<file path="src/pidc_pkg.sv">
`timescale 1ns / 1ps

package pidc_pkg;

    // Configuration register indexes
    localparam logic [2:0] REG_GAIN_PROP   = 3'd0;
    localparam logic [2:0] REG_GAIN_INTEG  = 3'd1;
    localparam logic [2:0] REG_GAIN_DERIV  = 3'd2;
    localparam logic [2:0] REG_PROP_LIMIT  = 3'd3;
    localparam logic [2:0] REG_INTEG_LIMIT = 3'd4;
    localparam logic [2:0] REG_DERIV_LIMIT = 3'd5;
    localparam logic [2:0] REG_DEADBAND    = 3'd6;

    localparam int CFG_IDX_W  = 3;
    localparam int CFG_DATA_W = 32;

    // Operand pair routed to the shared multiplier
    typedef enum logic [2:0] {
        MUL_P,      // gain_prop  * error
        MUL_DT,     // error      * elapsed ticks
        MUL_D,      // gain_deriv * error change
        MUL_HI,     // |gain_integ| * |acc| upper part
        MUL_LO      // |gain_integ| * |acc| lower 32 bits
    } mul_sel_t;

    typedef struct packed {
        mul_sel_t mul_sel;
        logic     cap_in;   // capture input transaction
        logic     ld_err;   // error and elapsed ticks
        logic     ld_chk;   // deadband flag and error change
        logic     ld_p;     // clamped P term
        logic     ld_acc;   // new accumulator value
        logic     ld_mag;   // D term, magnitudes, state commit
        logic     ld_pd;    // P + D
        logic     ld_hi;    // upper partial product check
        logic     ld_i;     // clipped I term
        logic     ld_sum;   // saturated sum
        logic     ld_out;   // load output register
    } cmd_t;

    typedef struct packed {
        logic dead;
        logic out_full;
    } sts_t;

endpackage

</file>
<file path="src/pidc_ctrl.sv">
`timescale 1ns / 1ps

module pidc_ctrl
    import pidc_pkg::*;
(
    input  logic clk,
    input  logic rst_n,
    input  logic in_valid,
    input  logic out_stall,
    input  sts_t sts,
    output logic in_stall,
    output cmd_t cmd
);

    typedef enum logic [3:0] {
        S_IDLE,
        S_ERR,
        S_CHK,
        S_MDT,
        S_MD,
        S_MAG,
        S_MHI,
        S_MLO,
        S_ISUM,
        S_SUM,
        S_FIN
    } state_t;

    state_t state_reg;
    state_t state_next;
    logic   out_free;

    assign out_free = !sts.out_full || !out_stall;
    assign in_stall = (state_reg != S_IDLE);

    always_comb
    begin
        cmd        = '0;
        cmd.mul_sel = MUL_P;
        state_next = state_reg;
        unique case (state_reg)
            S_IDLE:
            begin
                cmd.cap_in = in_valid;
                if (in_valid)
                begin
                    state_next = S_ERR;
                end
            end
            S_ERR:
            begin
                cmd.ld_err = 1'b1;
                state_next = S_CHK;
            end
            S_CHK:
            begin
                cmd.ld_chk  = 1'b1;
                cmd.mul_sel = MUL_P;
                state_next  = S_MDT;
            end
            S_MDT:
            begin
                // deadband flag became valid at the end of S_CHK
                if (sts.dead)
                begin
                    state_next = S_FIN;
                end
                else
                begin
                    cmd.ld_p    = 1'b1;
                    cmd.mul_sel = MUL_DT;
                    state_next  = S_MD;
                end
            end
            S_MD:
            begin
                cmd.ld_acc  = 1'b1;
                cmd.mul_sel = MUL_D;
                state_next  = S_MAG;
            end
            S_MAG:
            begin
                cmd.ld_mag = 1'b1;
                state_next = S_MHI;
            end
            S_MHI:
            begin
                cmd.ld_pd   = 1'b1;
                cmd.mul_sel = MUL_HI;
                state_next  = S_MLO;
            end
            S_MLO:
            begin
                cmd.ld_hi   = 1'b1;
                cmd.mul_sel = MUL_LO;
                state_next  = S_ISUM;
            end
            S_ISUM:
            begin
                cmd.ld_i   = 1'b1;
                state_next = S_SUM;
            end
            S_SUM:
            begin
                cmd.ld_sum = 1'b1;
                state_next = S_FIN;
            end
            S_FIN:
            begin
                cmd.ld_out = out_free;
                if (out_free)
                begin
                    state_next = S_IDLE;
                end
            end
            default:
            begin
                state_next = S_IDLE;
            end
        endcase
    end

    always_ff @(posedge clk or negedge rst_n)
    begin
        if (!rst_n)
        begin
            state_reg <= S_IDLE;
        end
        else
        begin
            state_reg <= state_next;
        end
    end

endmodule

</file>
<file path="config.mk">
export PLATFORM = sky130hd
export DESIGN_NAME = pidc_ctrl
export DESIGN_NICKNAME = d
export VERILOG_FILES = /design/src/pidc_pkg.sv /design/src/pidc_ctrl.sv
export SDC_FILE = /design/constraint.sdc
export NUM_CORES = 1
export LEC_CHECK = 0
export ABC_AREA = 1
export BUFFER_PORTS_ARGS = -buffer_cell sky130_fd_sc_hd__clkbuf_2
export CORE_AREA = 8 8 45 47
export DETAILED_ROUTE_END_ITERATION = 6
export DIE_AREA = 0 0 53 55
export SYNTH_ARGS = -nofsm -noshare
export SYNTH_HDL_FRONTEND = slang
export SYNTH_SLANG_ARGS = --single-unit
</file>
<file path="constraint.sdc">
create_clock -name clk -period 1.4 [get_ports clk]
set_input_delay 0.07 -clock clk [delete_from_list [all_inputs] [get_ports clk]]
set_output_delay 0.07 -clock clk [all_outputs]
set_load 0.03 [all_outputs]
</file>
==> run metrics <==
status finished, final reports clean; Synth Cell Area roughly 320 um2; Worst setup startpoint state_reg[0]$_DFFE_PN0P_; largest net degree at the start of global routing 8; DR WL/cell 10.2 um; Post-Place Cell Area around 440 um2; Die H 55 um; Static Leakage 0.306 nW; post-synth top area share between 30% and 40%; Synth Area in Simple Gates 49.4%; CP Cell Sequence inv_1 > nand2_2 > nor2_1 > clkbuf_2; Worst-Margin Slew 180 ps; gr ovfl total 0; Avg Cell Area, Syn 5.79 um2; # setup viols final 0; Iteration-0 DRC Markers 14; Stages on worst setup path 4; Hold Crit Class primary input to flop; YS warnings 0; setup_tns 0 ps; Synth Instances 56; post-synth top area cell dfrtp_1; crit path buf inv count 2; sequential element share of the synthesized area around 31%; global-route wire length before repair 1.55 mm; Critical Path Sink Type output pin; num rows 14; Post-Route Skew 2.89 ps; Placed Cells a little over 90; post-synthesis mux area share 0%; critical path fanouts, max 7; CP peak stage delay 440 ps; DRC viols 0; max reg flops 4; Post-CTS Repair Setup Buffers 0; Syn-to-layout area delta 53.3%; Mapped Nets 62; DIE WIDTH 53 um; total power per unit cell area 2290 nW/um2; Crit Path Class flop to output pin; die area between 2000 and 3000 um2; share of layout cells above drive strength 1 46.3%; CTS tree built; XOR/XNOR Fraction of Synth Area 0%; vias in the first global route 395; max_slew headroom between 80% and 90%; Crit Reg-Reg Startpoint state_reg[2]$_DFFE_PN0P_; Hold Crit Start sts[1]; ant diodes 0; Pre-antenna DRT Iters 4; total routed wirelength 981 um; total CTS buffers 3; CTS Sinks 4; largest family of logic cells by synthesized area simple AND/OR/NAND/NOR gates; GRT Total Usage 7.18%; clock tree buffer depth 2; fin cells 96; worst vdd ir 0.809 mV; Reg power frac around 22%; crit path time final 1300 ps; Placeable Area between 1000 and 1500 um2; Buffers on Ports 20; antenna violations before repair 0; Final Cycle Share 92.9%; kind of cell adding the most delay to the critical path flip-flops; Synth Register Bits 4; Fin. Hold Viols 0; HPWL reported at the end of detailed placement between 800 and 900 um; fraction of the mapped netlist area in adder cells 0%; sw power 653 uW; clk_lat worst skew 230 ps; switching share of power ~58%; Critical Path AT 1230 ps; synth unique cells 12; number of I/O pins 21; Logic pwr share 64.8%; Achievable Freq 769 MHz; Worst setup SP type flop; Area contributors post-synth dfrtp_1 31%, nor2_1 19%, inv_1 10%; design area slightly below 500 um2; Final Slew Violations 0; internal power 482 uW; Total Nets Final 88; max-cap viol count 0; routed via count 409; H-Tree Depth 1; Initial Util 23.4%; Final GP Congestion 0.834; clock network power share 12.8%; Synth Area in Compound Gates 4.63%; vias per inst 4.26; r2r worst-path depth 4; RSZ-0062 raised after global routing false; Slowest-stage cell, CP dfrtp_2; root buffer cell clkbuf_4; Clk pin slew, worst setup/hold paths 40 ps; WHS Path Cells 3; DRT antenna net count 0; Worst Path Required between 1000 and 1500 ps
==> per-layer routing <==
layer	GRT usage, %	vias to the layer above	part of all wire [%]
met1	7.67	181	41
met5	0	-	0
met3	4.01	0	5.1
met4	2.59	0	0
met2	11.7	9	53
li1	-	219	-
==> metrics by stage <==
| stage | hold WS [ps] | utilization [%] | power [mW] | worst slack (ps) |
|---|---|---|---|---|
| after global placement | -121 | 32.1 | 0.959 | 279 |
| after floorplan | -226 | - | 0.768 | 21.5 |
| after detailed placement | -119 | 32.1 | 0.960 | 270 |
| after CTS | 140 | 34.4 | 1.11 | 18.8 |
| final | 141 | 35.9 | 1.14 | 99.4 |
| after global routing | 152 | 35.9 | 1.25 | 8.18 |
==> worst register-to-register path, stage by stage, from the launching register on <==
cell	delay, ps
dfrtp_2	430
nor2_2	160
nand3_1	160
nand3_1	110
nor2_1	50
==> kinds of logic after synthesis <==
family,count (synthesis)
AO/OA/AOI/OAI,3
buffers and inverters,13
flip-flops,4
AND/OR/NAND/NOR,36
==> cell type report <==
class | instances | area [um2]
fillers | 160 | 887
multi-input cells | 39 | 185
repair buffers | 21 | 115
flip-flops and latches | 4 | 105
inverters | 13 | 48.8
clock buffers | 3 | 22.5
well taps | 16 | 20.0
==> cells in the mapped netlist, drive strengths merged <==
master and count:
nand4 2, dfrtp 4, nor2 18, nand3 5, nor3 1, o21ai 3, nand2 10, inv 13
==> worst paths after layout <==
kind / slack, ps / to
worst min-delay path: 140 / state_reg[3]$_DFFE_PN0P_
worst max register to register: 380 / state_reg[0]$_DFFE_PN0P_
worst max-delay path: 100 / cmd[8]
max in group asynchronous: 1090 / state_reg[3]$_DFFE_PN0P_
min in group asynchronous: 180 / state_reg[0]$_DFFE_PN0P_
worst min register to register: 510 / state_reg[0]$_DFFE_PN0P_
==> power groups by stage <==
stage	registers, mW	logic [mW]	clock network (mW)
4_1_cts	0.242	0.723	0.147
5_1_grt	0.269	0.819	0.161
3_3_place_gp	0.244	0.715	0
6_report	0.254	0.736	0.145
2_1_floorplan	0.228	0.540	0
3_5_place_dp	0.243	0.716	0
==> cell usage in the layout (no fill, tap or decap), drive strengths merged <==
cell type    netlist  routed
inv               13      13
clkbuf             0      20
dlygate4sd3        0       1
nand3              5       5
dfrtp              4       4
nor2              18      18
o21ai              3       3
nor3               1       1
nand2             10      10
nand4              2       2
buf                0       3
==> what timing repair did <==
item	in CTS	in global routing
setup endpoints to repair	0	8
hold buffers	1	0
endpoints found under the hold margin	4	0
resized for setup	0	13
Note: power is estimated with default switching activity, not from simulation.
